File: config.mk
export PLATFORM = sky130hd
export DESIGN_NAME = gcdiv_back
export DESIGN_NICKNAME = d
export VERILOG_FILES = /design/src/rtl/gcdiv_pkg.sv /design/src/rtl/gcdiv_back.sv
export SDC_FILE = /design/constraint.sdc
export NUM_CORES = 1
export LEC_CHECK = 0
export BUFFER_PORTS_ARGS = -buffer_cell sky130_fd_sc_hd__buf_2
export CELL_PAD_IN_SITES_DETAIL_PLACEMENT = 1
export CELL_PAD_IN_SITES_GLOBAL_PLACEMENT = 2
export CORE_MARGIN = 2
export CORE_UTILIZATION = 25
export DETAILED_ROUTE_END_ITERATION = 16
export GPL_ROUTABILITY_DRIVEN = 0
export PLACE_DENSITY_LB_ADDON = 0.1
export REMOVE_ABC_BUFFERS = 1
export SYNTH_ARGS = -nofsm -noshare
export SYNTH_HDL_FRONTEND = slang
export SYNTH_SLANG_ARGS = --single-unit
File: constraint.sdc
create_clock -name vclk -period 5.5
set_input_delay 1.1 -clock vclk [all_inputs]
set_output_delay 1.1 -clock vclk [all_outputs]
set_load 0.01 [all_outputs]
File: src/rtl/gcdiv_pkg.sv
// ---------------------------------------------------------------------------
// gcdiv_pkg
// Shared constants and types for the guarded complex divider.
// ---------------------------------------------------------------------------
package gcdiv_pkg;

  localparam int unsigned DATA_WIDTH_DEF = 32;
  localparam int unsigned FRAC_BITS_DEF  = 16;
  localparam int unsigned THR_WIDTH      = 31;

  typedef enum logic [1:0] {
    ST_OK   = 2'd0,
    ST_ZERO = 2'd1,
    ST_DBZ  = 2'd2,
    ST_SAT  = 2'd3
  } status_e;

  // travels alongside each request through the divider cells
  typedef struct packed {
    status_e status;
    logic    neg_re;
    logic    neg_im;
    logic    ovf_re;
    logic    ovf_im;
  } ctrl_t;

endpackage

File: src/rtl/gcdiv_back.sv
// ---------------------------------------------------------------------------
// gcdiv_back
// Saturation, sign and status of the finished quotient.
// ---------------------------------------------------------------------------
module gcdiv_back #(
  parameter int unsigned W = 32
) (
  input  gcdiv_pkg::ctrl_t ctrl_i,
  input  logic [W-1:0]     quo_re_i,
  input  logic [W-1:0]     quo_im_i,
  output logic [W-1:0]     res_re_o,
  output logic [W-1:0]     res_im_o,
  output logic [1:0]       status_o
);
  import gcdiv_pkg::*;

  logic [W-1:0] lim_re, lim_im, mag_re, mag_im;
  logic         sat_re, sat_im;

  always_comb begin
    lim_re = (W'(1) << (W - 1)) - W'(!ctrl_i.neg_re);
    lim_im = (W'(1) << (W - 1)) - W'(!ctrl_i.neg_im);
    sat_re = ctrl_i.ovf_re || quo_re_i > lim_re;
    sat_im = ctrl_i.ovf_im || quo_im_i > lim_im;
    mag_re = sat_re ? lim_re : quo_re_i;
    mag_im = sat_im ? lim_im : quo_im_i;
    if (ctrl_i.status == ST_OK) begin
      res_re_o = ctrl_i.neg_re ? (~mag_re + 1'b1) : mag_re;
      res_im_o = ctrl_i.neg_im ? (~mag_im + 1'b1) : mag_im;
      status_o = (sat_re || sat_im) ? ST_SAT : ST_OK;
    end else begin
      res_re_o = '0;
      res_im_o = '0;
      status_o = ctrl_i.status;
    end
  end

endmodule

==> results by group <==
Floorplanning
  • Ports: 136
  • Core area: around 15000 sq um
  • Die Height: ~130 microns
  • Die Width: approximately 130 microns
  • Num rows: between 40 and 50
  • Die ar.: between 15000 and 20000 sq um
  • Initial Utilization: ~25%

Pwr
  • Comb pwr share: 100.0%
  • Net Sw Power: around 0.33 mW
  • Power per cell area: roughly 87 nW/um^2
  • Sequential power share: 0%
  • P_leak: roughly 3.1 nW
  • P_int: 0.290 mW
  • Switching Fraction: a little over half
  • Clk network pwr share: 0%
  • Peak supply drop: between 40 and 50 uV

Timing
  • Final hold vios: 0
  • Measured slew at the worst slew-check pin: about 1.1 ns
  • Slew Limit Fails: 0
  • Fin crit period: 5.67 ns
  • Final worst-path cycle share: 103%
  • Max Fclk: ~180 MHz
  • Max_slew headroom: a little over a quarter
  • Final setup fails: 15
  • Final WS setup: -0.173 ns
  • RSZ-0062 raised after global routing: yes

Final layout
  • Layout cells sized above 1: ~50%
  • CLK BUF: 0
  • Non-filler cells, final: approximately 1000
  • Nets: roughly 990
  • Antenna Cells: 0
  • Area Growth Syn to Fin: 85.3%
  • FF+latch area: 0 sq um
  • Sequential cell count: 0
  • Fin util: between 40% and 50%

Worst setup path
  • Worst EP arrival: 4.57 ns
  • Critical path data required time: ~4.4 ns
  • Crit-path max cell delay: around 0.43 ns
  • Crit path kind: in2out
  • Worst path cell trace: buf_12 > buf_12 > ha_1 > nand4_1 > buf_4 > nor3_1 > a221o_1 > o31a_1 > nor3_4 > mux2i_2 > ha_4 > nand2_2 > or4_4 > and3_4 > o21ai_2 > and3_4 > buf_6
  • Critical path launch point type: input pin
  • Worst setup EP type: output pin
  • Worst Path Max Fanout: 7
  • CP max stage cell: or4_4

Logic synthesis
  • Seq/Total Area, Yosys: 0%
  • Post-synth top area share: a little over a fifth
  • Count of cell types in the netlist: 59
  • Post-synth top area cell: ha_1
  • Mean Syn Cell Area: between 6 and 7 sq um
  • Yosys warning count: 0
  • Cells after Synth: just under 600
  • Ranking of synthesized cells by area: ha_1 21%, nor2_1 7.6%, a21oi_1 7.4%
  • Cell area after synthesis: 3850 sq um

Routing
  • WL/cell: a little over 20 microns
  • Routed WL: 21200 microns
  • ANT nets after route: 0
  • Vias per std cell: 5.81
  • Vias: slightly above 6000
  • Post-route DRC: 0
  • First DRT Iteration DRCs: a little over 200
  • First-pass iteration count of the detailed router: 4

Place
  • HPWL after DPL: ~15000 microns
  • Port Buffer Count: about 140
  • Placed cell count: roughly 1000

GRT
  • First-pass GRT wire length: between 30000 and 40000 microns
  • Vias in the first global route: 6173
  • Remaining Overflow, GRT: 0
  • Gr usage total: 23.8%
  • Initial antenna violation count: 0
  • Largest net degree at the start of global routing: 42

Worst hold path
  • Worst Hold Path Cells: 3
  • Min-delay worst type: in2out

Run status
  • Failing checks: setup timing
  • Status: complete, but fails checks

Run
  • Max Cap Viol: 0
worst max-delay path: cells and delay by family:
| family | cells | cell delay [ns] |
|---|---|---|
| simple gates | 7 | 1.34 |
| compound gates | 3 | 0.75 |
| buf+inv | 4 | 0.52 |
| fa+ha+maj | 2 | 0.50 |
| mux | 1 | 0.35 |
power groups by stage:
stage                     Clock, mW  Sequential, mW  Combinational [mW]
final                             0               0               0.617
after global routing              0               0               0.672
after CTS                         0               0               0.533
after detailed placement          0               0               0.469
after global placement            0               0               0.451
after floorplan                   0               0               0.204
Yosys cell counts, types with 5 or more instances:
cell / number
nor2_1: 78
ha_1: 66
a21oi_1: 57
nand2_1: 35
clkbuf_1: 32
nor3_1: 29
o32ai_1: 26
nand4_1: 20
nand3_1: 19
o21ai_0: 19
mux2i_1: 18
o21ai_1: 15
nor4_1: 13
a211oi_1: 10
o211ai_1: 10
or3_1: 10
xor2_1: 9
a21o_1: 8
or4_1: 8
a31oi_1: 6
and3_1: 6
inv_1: 6
nand2b_1: 6
o2111a_1: 5
metrics by stage:
step           TNS (ns)  instance area [sq um]  hold WS [ns]  power, mW  worst slack (ns)
4_1_cts          -0.899                   6410          2.51      0.533            -0.204
5_1_grt           -3.81                   7130          2.53      0.672            -0.309
2_1_floorplan    -26.01                   3700          2.28      0.204             -1.17
3_5_place_dp      -9.92                   5700          2.51      0.469            -0.703
6_report          -1.22                   7130          2.50      0.617            -0.173
3_3_place_gp      -7.38                   5700          2.50      0.451            -0.656
kinds of logic after synthesis:
group	after synthesis	synth area share, %
AOI/OAI and AO/OA	190	33.3
and+or+nand+nor	251	34.0
adders and majority gates	66	21.5
xor gates and xnor gates	9	2.05
muxes	18	4.68
buffers and inverters	43	4.42
final timing paths:
| kind | start | endpoint | slack (ns) |
|---|---|---|---|
| setup / recovery | ctrl_i[3] | res_re_o[18] | -0.17 |
| hold / removal | ctrl_i[5] | status_o[0] | 2.50 |
layer usage:
layer / track usage (%) / vias up / wire, microns
met5: 0 / - / 0
met1: 27.4 / 2960 / 8400
li1: - / 2858 / -
met3: 1.46 / 46 / 676
met4: 6.14 / 0 / 605
met2: 47.4 / 170 / 11600
layout by cell type, fill, tap and decap left out, types with 13 or more instances in the layout:
cell     instances
buf_4          148
buf_2          133
nor2_1          74
a21oi_1         49
ha_4            36
nand2_1         30
ha_1            30
nor3_1          26
o32ai_1         26
nand4_1         20
nand3_1         16
mux2i_1         16
o21ai_1         15
buf_6           13
layout make-up:
cell class | instances | area (sq um)
Fill cell | 1877 | 8020
Multi-Input combinational cell | 534 | 4610
Timing Repair Buffer | 309 | 2250
Tap cell | 188 | 235
Inverter | 7 | 33.8
timing repair:
action | 4_1_cts | 5_1_grt
setup buffers | 17 | 16
gates resized for setup | 77 | 95
gates cloned | 4 | 1
hold buffers | 0 | 0
pin swaps | 42 | 60
setup endpoints to repair | 30 | 27
(Power assumes the default switching activity.)
