--- config.mk ---
export PLATFORM = sky130hd
export DESIGN_NAME = gcdiv_cell
export DESIGN_NICKNAME = d
export VERILOG_FILES = /design/src/rtl/gcdiv_pkg.sv /design/src/rtl/gcdiv_cell.sv
export SDC_FILE = /design/constraint.sdc
export NUM_CORES = 1
export LEC_CHECK = 0
export ABC_CLOCK_PERIOD_IN_PS = 1050
export BUFFER_PORTS_ARGS = -buffer_cell sky130_fd_sc_hd__buf_2
export CELL_PAD_IN_SITES_DETAIL_PLACEMENT = 1
export CELL_PAD_IN_SITES_GLOBAL_PLACEMENT = 1
export CORE_MARGIN = 3
export CORE_UTILIZATION = 30
export CTS_CLUSTER_SIZE = 14
export DETAILED_ROUTE_END_ITERATION = 12
export MAX_ROUTING_LAYER = met4
export PLACE_DENSITY_LB_ADDON = 0.15
export SLEW_MARGIN = 10
export SYNTH_ARGS = -nofsm -noshare
export SYNTH_HDL_FRONTEND = slang
export SYNTH_SLANG_ARGS = --single-unit
--- constraint.sdc ---
create_clock -name clk_i -period 1.05 [get_ports clk_i]
set_input_delay 0.105 -clock clk_i [delete_from_list [all_inputs] [get_ports clk_i]]
set_output_delay 0.105 -clock clk_i [all_outputs]
set_load 0.03 [all_outputs]
--- src/rtl/gcdiv_pkg.sv ---
// ---------------------------------------------------------------------------
// gcdiv_pkg
// Shared constants and types for the guarded complex divider.
// ---------------------------------------------------------------------------
package gcdiv_pkg;

  localparam int unsigned DATA_WIDTH_DEF = 32;
  localparam int unsigned FRAC_BITS_DEF  = 16;
  localparam int unsigned THR_WIDTH      = 31;

  typedef enum logic [1:0] {
    ST_OK   = 2'd0,
    ST_ZERO = 2'd1,
    ST_DBZ  = 2'd2,
    ST_SAT  = 2'd3
  } status_e;

  // travels alongside each request through the divider cells
  typedef struct packed {
    status_e status;
    logic    neg_re;
    logic    neg_im;
    logic    ovf_re;
    logic    ovf_im;
  } ctrl_t;

endpackage

--- src/rtl/gcdiv_cell.sv ---
// ---------------------------------------------------------------------------
// gcdiv_cell
// One restoring-division step for both quotient parts.
// ---------------------------------------------------------------------------
module gcdiv_cell #(
  parameter int unsigned W  = 32,
  parameter int unsigned RW = 2 * W + 2
) (
  input  logic             clk_i,
  input  logic             rst_ni,
  input  logic             en_i,
  input  logic             valid_i,
  input  gcdiv_pkg::ctrl_t ctrl_i,
  input  logic [RW-1:0]    rem_re_i,
  input  logic [RW-1:0]    rem_im_i,
  input  logic [W-1:0]     low_re_i,
  input  logic [W-1:0]     low_im_i,
  input  logic [W-1:0]     quo_re_i,
  input  logic [W-1:0]     quo_im_i,
  input  logic [RW-1:0]    den_i,
  output logic             valid_o,
  output gcdiv_pkg::ctrl_t ctrl_o,
  output logic [RW-1:0]    rem_re_o,
  output logic [RW-1:0]    rem_im_o,
  output logic [W-1:0]     low_re_o,
  output logic [W-1:0]     low_im_o,
  output logic [W-1:0]     quo_re_o,
  output logic [W-1:0]     quo_im_o,
  output logic [RW-1:0]    den_o
);
  import gcdiv_pkg::*;

  logic [RW:0] sh_re, sh_im, df_re, df_im;

  always_comb begin
    sh_re = {rem_re_i, low_re_i[W-1]};
    sh_im = {rem_im_i, low_im_i[W-1]};
    df_re = sh_re - {1'b0, den_i};
    df_im = sh_im - {1'b0, den_i};
  end

  always_ff @(posedge clk_i or negedge rst_ni) begin
    if (!rst_ni) begin
      valid_o <= 1'b0;
    end else if (en_i) begin
      valid_o <= valid_i;
    end
  end

  always_ff @(posedge clk_i) begin
    if (en_i) begin
      ctrl_o   <= ctrl_i;
      den_o    <= den_i;
      low_re_o <= low_re_i << 1;
      low_im_o <= low_im_i << 1;
      rem_re_o <= (sh_re >= {1'b0, den_i}) ? df_re[RW-1:0] : sh_re[RW-1:0];
      rem_im_o <= (sh_im >= {1'b0, den_i}) ? df_im[RW-1:0] : sh_im[RW-1:0];
      quo_re_o <= {quo_re_i[W-2:0], sh_re >= {1'b0, den_i}};
      quo_im_o <= {quo_im_i[W-2:0], sh_im >= {1'b0, den_i}};
    end
  end

endmodule

==> results of run 1 <==
## synth_stat cells (all sizes together), types with 3 or more instances
master  count  area share
edfxtp    330        0.50
a21oi     281       0.073
nor2      183       0.035
nand2     138       0.026
ha        132       0.084
inv       105       0.020
o21ai     101       0.026
xnor2      68       0.030
nand4      57       0.018
a21o       56       0.021
clkbuf     53       0.010
xor2       48       0.021
buf        42       0.014
o21bai     34       0.013
nor3       31      0.0081
nand3      24      0.0061
a31oi      21      0.0070
o21a       16      0.0061
a211oi     15      0.0060
and3       12      0.0038
mux2       12      0.0069
nand2b     12      0.0038
nor2b      10      0.0032
nor4        9      0.0029
o211ai      9      0.0034
a31o        7      0.0036
o31ai       7      0.0029
and2        5      0.0016
and4        5      0.0022
nand3b      5      0.0019
or4         5      0.0021
a211o       4      0.0018
a21boi      4      0.0017
a221o       4      0.0020
a311oi      4      0.0018
or3         4      0.0013
a221oi      3      0.0017
a41o        3      0.0015
nor3b       3      0.0011
o22ai       3     0.00095
o41ai       3      0.0027
or2         3     0.00095
## logic make-up (layout without fill, tap and decap cells)
| group | after synthesis | in the layout | share of synthesized area |
|---|---|---|---|
| buf+inv | 200 | 1985 | 0.0439 |
| other cells | 1 | 13 | 0.000190 |
| simple gates | 509 | 509 | 0.120 |
| mux | 13 | 13 | 0.00737 |
| xor+xnor | 116 | 116 | 0.0516 |
| compound gates | 595 | 595 | 0.186 |
| fa+ha+maj | 134 | 134 | 0.0859 |
| flops | 331 | 331 | 0.505 |
## layout by cell type (no fill, tap or decap), types with 47 or more instances in the layout
master and instances:
nor2_1 114, nand2_1 130, buf_4 759, dlygate4sd3_1 318, buf_2 638, ha_1 88, a21oi_1 170, a21oi_2 96
clkbuf_16 48, o21ai_0 63, a21o_1 56, nor2_2 51, nand4_1 56, xnor2_1 62, xor2_1 47, inv_1 70
edfxtp_1 330
## power groups by stage
stage               Combinational [mW]  Clock (mW)  Sequential (mW)
global route                      21.7        15.8             17.2
finish                            20.4        15.1             17.1
floorplan                         6.17           0             20.1
global placement                  16.9           0             17.2
CTS                               19.5        15.1             17.0
detailed placement                17.2           0             17.2
## registers in the layout, indices dropped and copies added, names as in the netlist
name,cells
ctrl_o,6
quo_re_o,32
den_o,66
rem_re_o,66
valid_o,1
rem_im_o,66
quo_im_o,32
low_re_o,31
low_im_o,31
## area by class of cell
class / instances / area (um2) / share of cell area
diodes: 11 / 27.5 / 0.000740
clock buffers: 50 / 1060 / 0.0285
clock inverters: 25 / 300 / 0.00807
inverters: 105 / 480 / 0.0129
multi-input cells: 1369 / 10800 / 0.290
flip-flops and latches: 331 / 9930 / 0.267
well taps: 855 / 1070 / 0.0288
repair buffers: 1805 / 13600 / 0.364
## stage by stage
stage | power [mW] | util
2_1_floorplan | 26.2 | -
3_3_place_gp | 34.1 | 0.468
3_5_place_dp | 34.5 | 0.468
4_1_cts | 51.5 | 0.563
5_1_grt | 54.7 | 0.575
6_report | 52.6 | 0.575
## worst max path at each step
stage | to | slack (ns) | startpoint | cells past startpoint
floorplan | rem_im_o[62] | -1.80 | low_im_i[31] | 14
global placement | rem_re_o[65] | -2.64 | den_i[34] | 13
detailed placement | rem_re_o[65] | -2.63 | den_i[34] | 13
CTS | rem_re_o[65] | -1.67 | den_i[32] | 13
global route | rem_im_o[13] | -1.70 | den_i[16] | 16
finish | rem_re_o[21] | -1.68 | den_i[14] | 20
## repair_timing
action                                 CTS  global route
setup buffers                           61            13
resized for setup                      250           115
pin swaps                               94            39
hold buffers                           313             5
endpoints found under the hold margin  317             4
setup endpoints to repair              465           474
gates cloned                             6             8
## per-layer routing
layer  up-vias  track usage
li1      10600            -
met1     11300        0.343
met2       693        0.553
met3       216       0.0420
met4         0        0.102
met5         -            -
==> metrics.txt, run 1 <==
# TYPE chip_impl_metric gauge
chip_impl_info{name="outcome",value="finished, violations left"} 1
chip_impl_info{name="violated_checks",value="setup timing"} 1
chip_impl_info{name="path_class",value="in2reg"} 1
chip_impl_metric{name="initial_standard_cell_utilization_of_the_core",unit=""} 0.304
chip_impl_info{name="root_buffer",value="clkbuf_16"} 1
chip_impl_metric{name="clock-sinks",unit=""} 331
chip_impl_info{name="r2r_startpoint",value="valid_o"} 1
chip_impl_metric{name="route.vias.total",unit=""} 22700
chip_impl_metric{name="maximum_vdd_drop",unit="uV"} 1230
chip_impl_metric{name="share_seq_of_total_power",unit=""} 0.325
chip_impl_metric{name="core_area",unit="um2"} 64700
chip_impl_info{name="critPathSlowestCell",value="mux2_4"} 1
chip_impl_metric{name="dr.pass1.iters",unit=""} 6
chip_impl_metric{name="post_route_setup_tns",unit="ns"} -268.67
chip_impl_metric{name="synthesis.area",unit="um2"} 19700
chip_impl_metric{name="wire_length_per_cell_after_detailed_routing",unit="um"} 24.1
chip_impl_metric{name="globalRouteTotalUtil",unit=""} 0.304
chip_impl_metric{name="transition_time_of_the_tightest_slew_check_pin",unit="ns"} 0.709
chip_impl_metric{name="fill_cells",unit=""} 7271
chip_impl_metric{name="grt_antenna_before_repair",unit=""} 10
chip_impl_metric{name="critical-path-max-stage-delay",unit="ns"} 0.26
chip_impl_metric{name="routed_length_on_met3",unit="um"} 5430
chip_impl_info{name="critical_path.most_common_cell",value="buf_4"} 1
chip_impl_metric{name="clock_skews",unit="ns"} 0
chip_impl_metric{name="critPathMaxFanout",unit=""} 5
chip_impl_metric{name="syn_inst_count",unit=""} 1899
chip_impl_metric{name="ys_types",unit=""} 83
chip_impl_metric{name="h-tree-depth",unit=""} 2
chip_impl_info{name="rsz0062_at_grt",value="true"} 1
chip_impl_metric{name="worstPathBufferInverterCount",unit=""} 12
chip_impl_metric{name="routed_wl",unit="um"} 110000
chip_impl_metric{name="avgViaCountPerCell",unit=""} 5.00
chip_impl_metric{name="dp_hpwl",unit="um"} 78000
chip_impl_metric{name="power_switching_share",unit=""} 0.351
chip_impl_metric{name="grt_start_max_net_pins",unit=""} 36
chip_impl_metric{name="post-route-drc-count",unit=""} 0
chip_impl_info{name="timing.hold.worst.start",value="rem_re_i[51]"} 1
chip_impl_metric{name="post-place-ws",unit="ns"} -2.63
chip_impl_metric{name="min_delay_path_depth",unit=""} 4
chip_impl_metric{name="cts.reportedPaths.clkPinSlew",unit="ns"} 0.06
chip_impl_metric{name="post-place-cells",unit=""} 4066
chip_impl_metric{name="place_area",unit="um2"} 30300
chip_impl_metric{name="synth_seq_area_share",unit=""} 0.505
chip_impl_metric{name="timing_hold_violations_final",unit=""} 0
chip_impl_metric{name="comb_power_share",unit=""} 0.389
chip_impl_metric{name="syn_area_per_cell",unit="um2"} 10.4
chip_impl_metric{name="first_iter_violations",unit=""} 1287
chip_impl_metric{name="final_period_minus_worst_setup_slack",unit="ns"} 2.73
chip_impl_info{name="hold_path_class",value="in2reg"} 1
chip_impl_metric{name="number_of_enable_type_register_cells_in_the_synthesized_netlist",unit=""} 330
chip_impl_metric{name="layout.cells.non_filler",unit=""} 4551
chip_impl_info{name="critPathLaunchType",value="input port"} 1
chip_impl_metric{name="global_route_wire_length_before_repair",unit="um"} 154000
chip_impl_metric{name="r2r.worst_path.cells",unit=""} 1
chip_impl_metric{name="overflow_left_after_global_routing",unit=""} 0
chip_impl_metric{name="worst-r2r-setup-slack",unit="ns"} 0.25
chip_impl_metric{name="clockPowerShare",unit=""} 0.287
chip_impl_metric{name="yosys_register_bits",unit=""} 331
chip_impl_metric{name="leakage",unit="nW"} 16.7
chip_impl_metric{name="fp.dieH",unit="um"} 262
chip_impl_metric{name="timing.final.ws_setup",unit="ns"} -1.68
chip_impl_metric{name="floorplan.io_pins",unit=""} 669
chip_impl_metric{name="die_x",unit="um"} 262
chip_impl_metric{name="clock_tree.buffer_depth",unit=""} 3
chip_impl_metric{name="asyncSetResetFlopFracSynth",unit=""} 0.00302
chip_impl_metric{name="switching_power",unit="mW"} 18.5
chip_impl_metric{name="met2_length",unit="um"} 57100
chip_impl_info{name="tritoncts",value="yes"} 1
chip_impl_metric{name="grt_pass1_vias",unit=""} 25000
chip_impl_metric{name="fin_area",unit="um2"} 37200
chip_impl_info{name="holdPathEnd",value="rem_re_o[52]"} 1
chip_impl_info{name="critical_path.top_delay_family",value="buffers and inverters"} 1
chip_impl_metric{name="final_net_count",unit=""} 4123
chip_impl_metric{name="routabilityCongestion",unit=""} 0.883
chip_impl_metric{name="syn2layout_area_growth",unit="%"} 88.9
chip_impl_metric{name="max_slew_margin",unit=""} 0.523
chip_impl_info{name="worstPathCellList",value="buf_4, inv_4, ha_4, buf_4, a211oi_4, nor2_1, buf_4, buf_4, buf_4, buf_4, buf_4, buf_4, buf_4, buf_4, buf_4, nor2_1, o21ai_0, a21o_1, xor2_1, mux2_4"} 1
chip_impl_info{name="end_kind",value="flip-flop"} 1
chip_impl_metric{name="final_min_period_over_clock_period",unit=""} 2.60
chip_impl_metric{name="die-area",unit="um2"} 68700
chip_impl_metric{name="wl_met1",unit="um"} 43100
chip_impl_metric{name="rows",unit=""} 93
chip_impl_metric{name="cts_inserted_buffers",unit=""} 41
chip_impl_metric{name="route.antenna.remaining_nets",unit=""} 0
chip_impl_metric{name="intPower",unit="mW"} 34.1
chip_impl_metric{name="cp_required",unit="ns"} 1.36
chip_impl_metric{name="layout_cells_sized_above_1",unit=""} 0.519
chip_impl_metric{name="numPortBuffers",unit=""} 664
chip_impl_metric{name="arrival",unit="ns"} 3.05
chip_impl_metric{name="drv.max_cap_violation_count",unit=""} 0
chip_impl_info{name="topRoutingLayerUsed",value="met4"} 1
chip_impl_metric{name="hold_ws",unit="ns"} 0.0251
chip_impl_metric{name="clock.fmax",unit="GHz"} 0.366
chip_impl_metric{name="setup_viol",unit=""} 465
chip_impl_metric{name="pwr_density_cell",unit="nW/um2"} 1410
chip_impl_metric{name="drv_slew",unit=""} 0
chip_impl_metric{name="yosys_warnings",unit=""} 0
chip_impl_info{name="rr_endpoint",value="valid_o"} 1
chip_impl_metric{name="clkLatencyLatePin",unit="ns"} 0.57
chip_impl_info{name="ys.flop_type",value="edfxtp_1"} 1
Note: power is estimated with default switching activity, not from simulation.
==> run 2, diff against run 1 <==
--- a/config.mk
+++ b/config.mk
@@ -5,6 +5,7 @@
 export SDC_FILE = /design/constraint.sdc
 export NUM_CORES = 1
 export LEC_CHECK = 0
+export ABC_AREA = 1
 export ABC_CLOCK_PERIOD_IN_PS = 1050
 export BUFFER_PORTS_ARGS = -buffer_cell sky130_fd_sc_hd__buf_2
 export CELL_PAD_IN_SITES_DETAIL_PLACEMENT = 1
==> constraint.sdc (replaced) <==
create_clock -name clk_i -period 1.05 [get_ports clk_i]
set_input_delay 0.105 -clock clk_i [delete_from_list [all_inputs] [get_ports clk_i]]
set_output_delay 0.105 -clock clk_i [all_outputs]
set_load 0.01 [all_outputs]
==> run 2 against run 1 <==
- the run still ends with setup timing left
- register-to-register slack improved by 0.03 ns
- hold slack better by 0.0062 ns
- core utilization shrank 4.7 points
- non-clock buffer count decreased by 10
- fmax increased by 24%
- combinational power down 6%
- critical path type unchanged
- largest power group unchanged
==> metrics.txt, run 2 <==
# TYPE chip_impl_metric gauge
chip_impl_metric{name="die_x",unit="um"} 286
chip_impl_metric{name="clkLatencyLatePin",unit="ns"} 0.56
chip_impl_info{name="layout.cells.most_common",value="nand2_1"} 1
chip_impl_metric{name="grt_pass1_vias",unit=""} 30300
chip_impl_metric{name="number_of_enable_type_register_cells_in_the_synthesized_netlist",unit=""} 330
chip_impl_metric{name="clock.fmax",unit="GHz"} 0.453
chip_impl_metric{name="syn_area_per_cell",unit="um2"} 7.27
chip_impl_metric{name="routabilityCongestion",unit=""} 0.994
chip_impl_info{name="worstPathCellList",value="buf_2, inv_1, ha_2, a21oi_1, o21ai_0, a21oi_1, nor2_1, nor2_4, nand2_8, buf_12, buf_12, nand3_1, nand2_1"} 1
chip_impl_metric{name="gr_met1_demand_resource",unit=""} 0.393
chip_impl_metric{name="route.antenna.remaining_nets",unit=""} 0
chip_impl_info{name="synthDominantAreaCellType",value="edfxtp_1"} 1
chip_impl_info{name="end_kind",value="flip-flop"} 1
chip_impl_metric{name="cts.reportedPaths.clkPinSlew",unit="ns"} 0.06
chip_impl_metric{name="route.vias.total",unit=""} 29100
chip_impl_metric{name="place_area",unit="um2"} 34800
chip_impl_info{name="outcome",value="finished, violations left"} 1
chip_impl_metric{name="timing_hold_violations_final",unit=""} 0
chip_impl_metric{name="final_min_period_over_clock_period",unit=""} 2.10
chip_impl_metric{name="synth_seq_area_share",unit=""} 0.422
chip_impl_metric{name="syn2layout_area_growth",unit="%"} 73.9
chip_impl_metric{name="transition_time_of_the_tightest_slew_check_pin",unit="ns"} 0.560
chip_impl_info{name="final_cell_mix",value="1260 x nand2_1, 747 x buf_4, 651 x buf_2"} 1
chip_impl_metric{name="globalRouteTotalUtil",unit=""} 0.337
chip_impl_metric{name="clock_tree.buffer_depth",unit=""} 3
chip_impl_metric{name="final_net_count",unit=""} 5518
chip_impl_metric{name="drv_slew",unit=""} 0
chip_impl_metric{name="initial_standard_cell_utilization_of_the_core",unit=""} 0.303
chip_impl_metric{name="dp_hpwl",unit="um"} 111000
chip_impl_metric{name="wire_length_per_cell_after_detailed_routing",unit="um"} 23.3
chip_impl_metric{name="overflow_left_after_global_routing",unit=""} 0
chip_impl_metric{name="max_slew_margin",unit=""} 0.626
chip_impl_metric{name="pwr_density_cell",unit="nW/um2"} 1230
chip_impl_metric{name="critical-path-max-stage-delay",unit="ns"} 0.38
chip_impl_info{name="path_class",value="in2reg"} 1
chip_impl_metric{name="yosys_warnings",unit=""} 0
chip_impl_info{name="rsz0062_at_grt",value="true"} 1
chip_impl_metric{name="core_area",unit="um2"} 77600
chip_impl_info{name="cell_types_with_the_highest_counts_after_synthesis",value="1318 x nand2_1, 544 x inv_1, 330 x edfxtp_1"} 1
chip_impl_metric{name="grt_antenna_before_repair",unit=""} 10
chip_impl_metric{name="avgViaCountPerCell",unit=""} 4.75
chip_impl_metric{name="routed_wl",unit="um"} 143000
chip_impl_info{name="largest_registers",value="den_o (66), rem_im_o (66), rem_re_o (66)"} 1
chip_impl_metric{name="dr.pass1.iters",unit=""} 5
chip_impl_metric{name="critPathMaxFanout",unit=""} 5
chip_impl_metric{name="fill_cells",unit=""} 9755
chip_impl_metric{name="met3_usage",unit=""} 0.0377
chip_impl_metric{name="ys_types",unit=""} 38
chip_impl_metric{name="global_route_wire_length_before_repair",unit="um"} 197000
chip_impl_metric{name="die-area",unit="um2"} 81800
chip_impl_metric{name="yosys_register_bits",unit=""} 331
chip_impl_metric{name="fin_area",unit="um2"} 40900
chip_impl_info{name="grt_most_used_layer",value="met2"} 1
chip_impl_info{name="hold_path_class",value="in2reg"} 1
chip_impl_metric{name="maximum_vdd_drop",unit="uV"} 1350
chip_impl_metric{name="layout_cells_sized_above_1",unit=""} 0.363
chip_impl_metric{name="setup_viol",unit=""} 465
chip_impl_metric{name="final_period_minus_worst_setup_slack",unit="ns"} 2.21
chip_impl_metric{name="post-route-drc-count",unit=""} 0
chip_impl_metric{name="yosysTopAreaCellShare",unit=""} 0.421
chip_impl_info{name="synth_top_cells_by_area",value="edfxtp_1 42%, nand2_1 21%, inv_1 8.7%"} 1
chip_impl_metric{name="clock-sinks",unit=""} 331
chip_impl_metric{name="post_route_setup_tns",unit="ns"} -191.23
chip_impl_metric{name="asyncSetResetFlopFracSynth",unit=""} 0.00302
chip_impl_metric{name="drv.max_cap_violation_count",unit=""} 0
chip_impl_metric{name="cts_inserted_buffers",unit=""} 40
chip_impl_info{name="ys.flop_type",value="edfxtp_1"} 1
chip_impl_metric{name="grt_start_max_net_pins",unit=""} 49
chip_impl_metric{name="syn_inst_count",unit=""} 3239
chip_impl_metric{name="first_iter_violations",unit=""} 1742
chip_impl_metric{name="synthesis.area",unit="um2"} 23500
chip_impl_metric{name="rows",unit=""} 102
chip_impl_metric{name="arrival",unit="ns"} 2.53
chip_impl_metric{name="leakage",unit="nW"} 21.0
chip_impl_metric{name="floorplan.io_pins",unit=""} 669
chip_impl_info{name="critPathLaunchType",value="input port"} 1
chip_impl_info{name="root_buffer",value="clkbuf_16"} 1
chip_impl_info{name="critPathSlowestCell",value="ha_2"} 1
chip_impl_info{name="violated_checks",value="setup timing"} 1
chip_impl_info{name="post-synth-top-count-cell",value="nand2_1"} 1
chip_impl_metric{name="globalRouteMet2Util",unit=""} 0.584
chip_impl_metric{name="total_power_of_the_final_layout",unit="mW"} 50.4
chip_impl_metric{name="clock_skews",unit="ns"} 0
chip_impl_metric{name="timing.final.ws_setup",unit="ns"} -1.16
chip_impl_metric{name="h-tree-depth",unit=""} 2
chip_impl_info{name="tritoncts",value="yes"} 1
chip_impl_metric{name="numPortBuffers",unit=""} 664
chip_impl_metric{name="cp_required",unit="ns"} 1.37
chip_impl_metric{name="fp.dieH",unit="um"} 286
[run 2: cell types whose count changed after synthesis, moves of 17 or more]
cell / previous run / this run
a21o_1: 56 / 0
a21oi_1: 275 / 149
a31oi_1: 20 / 1
clkbuf_1: 53 / 0
inv_1: 104 / 544
inv_2: 1 / 47
nand2_1: 138 / 1318
nand3_1: 24 / 164
nand3b_1: 5 / 26
nand4_1: 56 / 36
nor2_1: 183 / 216
nor2_2: 0 / 17
o21ai_0: 86 / 46
xnor2_1: 68 / 4
[run 2: report_power, final]
part / leakage [nW] / internal, mW / switching (mW) / total (mW)
Combinational: 17.2 / 8.56 / 10.7 / 19.2
Clock: 0.616 / 7.91 / 6.22 / 14.1
Sequential: 3.24 / 16.4 / 0.642 / 17.0
[run 2: critical path, delay by kind of cell]
kind                     cells  cell delay, ns
adder cells (fa/ha/maj)      1            0.38
AND/OR/NAND/NOR              5            0.65
AO/OA/AOI/OAI                3            0.78
buffers and inverters        4            0.61
[run 2: worst paths after layout]
path,startpoint,endpoint,slack (ns),depth (start not counted)
setup reg to reg,valid_o,valid_o,0.28,1
hold reg to reg,valid_o,valid_o,0.55,1
min in group asynchronous,rst_ni,valid_o,0.39,3
setup / recovery,den_i[54],rem_im_o[49],-1.16,13
hold / removal,low_im_i[31],rem_im_o[0],0.03,4
max in group asynchronous,rst_ni,valid_o,0.55,3
[run 2: metrics by stage]
stage | worst slack (ns) | hold WS, ns | utilization | cells
after floorplan | -0.893 | -0.191 | - | 3240
after global placement | -1.77 | -0.120 | 0.449 | 5677
after detailed placement | -1.79 | -0.115 | 0.449 | 5677
after CTS | -0.973 | 0.00775 | 0.514 | 6085
after global routing | -1.19 | 0.0136 | 0.527 | 6124
final | -1.16 | 0.0313 | 0.527 | 6124
[run 2: timing repair]
| item | 4_1_cts | 5_1_grt |
|---|---|---|
| endpoints found under the setup margin | 465 | 466 |
| cloned | 1 | 16 |
| endpoints found under the hold margin | 325 | 0 |
| pin swaps | 7 | 27 |
| hold buffers | 326 | 0 |
| buffers inserted | 9 | 17 |
| gates resized for setup | 92 | 118 |
[run 2: layer usage]
layer,wire [um],share of wire,vias to the layer above
met3,7650,0.054,238
met4,7230,0.051,0
met1,57700,0.40,13900
li1,-,-,13900
met5,0,0,-
met2,70200,0.49,1036
[run 2: cell families after synthesis]
logic type               share of synthesized area
AO/OA/AOI/OAI                               0.0549
XOR/XNOR                                    0.0246
adder cells (fa/ha/maj)                     0.0719
buffers and inverters                        0.105
flip-flops                                   0.422
multiplexers                              0.000478
other                                     0.000159
AND/OR/NAND/NOR                              0.321
[run 2: final cells by class]
cell class	instances	area, um2	area share
timing repair buffer	1795	13500	0.329
multi-input combinational	2288	12700	0.309
clock buffer	52	1070	0.0260
sequential	331	9930	0.243
clock inverter	20	185	0.00452
antenna	6	15.0	0.000367
tap	1040	1300	0.0318
inverter	592	2300	0.0562
==> run 3, diff against run 2 <==
--- a/config.mk
+++ b/config.mk
@@ -6,7 +6,7 @@
 export NUM_CORES = 1
 export LEC_CHECK = 0
 export ABC_AREA = 1
-export ABC_CLOCK_PERIOD_IN_PS = 1050
+export ABC_CLOCK_PERIOD_IN_PS = 2300
 export BUFFER_PORTS_ARGS = -buffer_cell sky130_fd_sc_hd__buf_2
 export CELL_PAD_IN_SITES_DETAIL_PLACEMENT = 1
 export CELL_PAD_IN_SITES_GLOBAL_PLACEMENT = 1
==> constraint.sdc (replaced) <==
create_clock -name clk_i -period 2.3 [get_ports clk_i]
set_input_delay 0.23 -clock clk_i [delete_from_list [all_inputs] [get_ports clk_i]]
set_output_delay 0.23 -clock clk_i [all_outputs]
set_load 0.01 [all_outputs]
==> run 3 against run 2 <==
- the run now ends clean
- critical path depth unchanged
- global-route usage decreased by 1.3 points
- non-clock buffer count decreased by 59
- via count decreased by 2.8%
- first-iteration DRC count decreased by 14%
- clock skew unchanged
- final cell count decreased by 0.88%
- die area unchanged
- final area decreased by 4.4%
==> metrics.txt, run 3 (synthesized netlist as in run 2, its figures left out) <==
# TYPE chip_impl_metric gauge
chip_impl_metric{name="floorplan.io_pins",unit=""} 669
chip_impl_metric{name="grt_antenna_before_repair",unit=""} 11
chip_impl_metric{name="globalRouteTotalUtil",unit=""} 0.324
chip_impl_metric{name="route.vias.total",unit=""} 28200
chip_impl_metric{name="timing.final.ws_setup",unit="ns"} 0.0119
chip_impl_info{name="critPathLaunchType",value="input port"} 1
chip_impl_metric{name="wire_length_per_cell_after_detailed_routing",unit="um"} 22.1
chip_impl_metric{name="leakage",unit="nW"} 20.6
chip_impl_metric{name="core_area",unit="um2"} 77600
chip_impl_metric{name="timing_hold_violations_final",unit=""} 0
chip_impl_metric{name="initial_standard_cell_utilization_of_the_core",unit=""} 0.303
chip_impl_metric{name="numPortBuffers",unit=""} 664
chip_impl_metric{name="drv.max_cap_violation_count",unit=""} 0
chip_impl_metric{name="routed_wl",unit="um"} 134000
chip_impl_info{name="path_class",value="in2reg"} 1
chip_impl_metric{name="cts_inserted_buffers",unit=""} 42
chip_impl_metric{name="r2r.worst_path.cells",unit=""} 1
chip_impl_metric{name="worst-r2r-setup-slack",unit="ns"} 1.53
chip_impl_metric{name="drv_slew",unit=""} 0
chip_impl_metric{name="place_area",unit="um2"} 34000
chip_impl_metric{name="routabilityCongestion",unit=""} 0.962
chip_impl_metric{name="final_period_minus_worst_setup_slack",unit="ns"} 2.29
chip_impl_info{name="final_cell_mix",value="1281 x nand2_1, 746 x buf_4, 662 x buf_2"} 1
chip_impl_metric{name="syn2layout_area_growth",unit="%"} 66.3
chip_impl_info{name="rr_endpoint",value="valid_o"} 1
chip_impl_metric{name="post-route-drc-count",unit=""} 0
chip_impl_metric{name="clock.fmax",unit="GHz"} 0.437
chip_impl_metric{name="final_min_period_over_clock_period",unit=""} 0.995
chip_impl_info{name="outcome",value="finished, final reports clean"} 1
chip_impl_metric{name="grt_start_max_net_pins",unit=""} 52
chip_impl_metric{name="fin_area",unit="um2"} 39100
chip_impl_metric{name="global_route_wire_length_before_repair",unit="um"} 191000
chip_impl_metric{name="clkLatencyLatePin",unit="ns"} 0.58
chip_impl_info{name="rsz0062_at_grt",value="true"} 1
chip_impl_metric{name="fp.dieH",unit="um"} 286
chip_impl_metric{name="cp_required",unit="ns"} 2.62
chip_impl_metric{name="rows",unit=""} 102
chip_impl_metric{name="route.antenna.remaining_nets",unit=""} 0
chip_impl_info{name="r2r_startpoint",value="valid_o"} 1
chip_impl_info{name="root_buffer",value="clkbuf_16"} 1
chip_impl_info{name="layout.cells.most_common",value="nand2_1"} 1
chip_impl_info{name="hold_path_class",value="in2reg"} 1
chip_impl_metric{name="max_slew_margin",unit=""} 0.657
chip_impl_metric{name="maximum_vdd_drop",unit="uV"} 446
chip_impl_metric{name="min_delay_path_depth",unit=""} 3
chip_impl_info{name="end_kind",value="flip-flop"} 1
chip_impl_metric{name="grt_pass1_vias",unit=""} 29900
chip_impl_metric{name="dr.pass1.iters",unit=""} 5
chip_impl_metric{name="clock-sinks",unit=""} 331
chip_impl_metric{name="h-tree-depth",unit=""} 2
chip_impl_metric{name="first_iter_violations",unit=""} 1505
chip_impl_metric{name="clock_skews",unit="ns"} 0
chip_impl_metric{name="transition_time_of_the_tightest_slew_check_pin",unit="ns"} 0.510
chip_impl_metric{name="layout_cells_sized_above_1",unit=""} 0.341
chip_impl_metric{name="pwr_density_cell",unit="nW/um2"} 583
chip_impl_info{name="tritoncts",value="yes"} 1
chip_impl_metric{name="cts.reportedPaths.clkPinSlew",unit="ns"} 0.06
chip_impl_metric{name="post-place-ws",unit="ns"} -0.827
chip_impl_metric{name="die-area",unit="um2"} 81800
chip_impl_info{name="holdPathEnd",value="rem_re_o[22]"} 1
chip_impl_metric{name="clock_tree.buffer_depth",unit=""} 3
chip_impl_metric{name="setup_viol",unit=""} 0
chip_impl_metric{name="avgViaCountPerCell",unit=""} 4.65
chip_impl_metric{name="arrival",unit="ns"} 2.60
chip_impl_metric{name="dp_hpwl",unit="um"} 109000
chip_impl_metric{name="final_net_count",unit=""} 5460
chip_impl_info{name="largest_registers",value="den_o (66), rem_im_o (66), rem_re_o (66)"} 1
chip_impl_metric{name="die_x",unit="um"} 286
chip_impl_metric{name="overflow_left_after_global_routing",unit=""} 0
chip_impl_metric{name="critPathMaxFanout",unit=""} 16
chip_impl_info{name="timing.hold.worst.start",value="rem_re_i[21]"} 1
[run 3: cell types whose count changed in the layout (fill, tap and decap cells not counted), moves of 17 or more]
cell / previous run / this run
dlygate4sd3_1: 326 / 287
ha_4: 71 / 15
ha_1: 58 / 112
nand2_2: 60 / 43
nor2_1: 173 / 196
nand2_1: 1260 / 1281
[run 3: power by group]
part           switching [mW]  internal, mW
logic                    4.65          3.59
registers               0.272          7.46
clock network            2.90          3.96
[run 3: critical path: stages]
cell	delay (ns)
buf_2	0.11
inv_1	0.20
ha_1	0.35
a21oi_1	0.30
o21ai_0	0.21
a21oi_1	0.28
nor2_1	0.16
nor2_2	0.17
nand2_4	0.09
buf_6	0.16
buf_8	0.16
nand2_1	0.06
nand2_1	0.10
[run 3: timing repair]
item,4_1_cts,5_1_grt
setup endpoints to repair,76,130
gates resized for setup,15,129
hold buffers,287,0
pin swaps,0,14
cloned,1,4
endpoints found under the hold margin,286,0
setup buffers,1,10
[run 3: worst max path at each step]
stage	end	depth (start not counted)	start
floorplan	rem_re_o[13]	13	den_i[50]
global placement	rem_im_o[59]	17	den_i[2]
global route	rem_re_o[15]	18	den_i[33]
finish	rem_re_o[15]	13	den_i[54]
detailed placement	rem_im_o[59]	17	den_i[2]
CTS	rem_re_o[21]	16	den_i[2]
[run 3: per-stage QoR]
stage               power, mW   util  hold WS, ns  cells  TNS (ns)
CTS                      22.6  0.495     0.000593   6048   -0.0186
finish                   22.8  0.504       0.0254   6070         0
global route             23.9  0.504     0.000622   6070    -0.640
detailed placement       15.3  0.439       0.0132   5683    -85.24
floorplan                10.9      -      -0.0656   3240         0
global placement         15.2  0.439      0.00508   5683    -78.81
[run 3: area by class of cell]
type | instances | area, um2
well taps | 1040 | 1300
inverters | 592 | 2250
repair buffers | 1736 | 12600
flip-flops and latches | 331 | 9930
clock inverters | 26 | 314
multi-input cells | 2287 | 11700
fillers | 9986 | 38500
clock buffers | 50 | 1080
diodes | 8 | 20.0
[run 3: layer usage]
layer | global-route usage | vias up | wire [um]
met3 | 0.0373 | 189 | 6230
met4 | 0.126 | 0 | 6280
met1 | 0.380 | 13500 | 55500
li1 | - | 13800 | -
met2 | 0.567 | 828 | 66000
met5 | - | - | 0
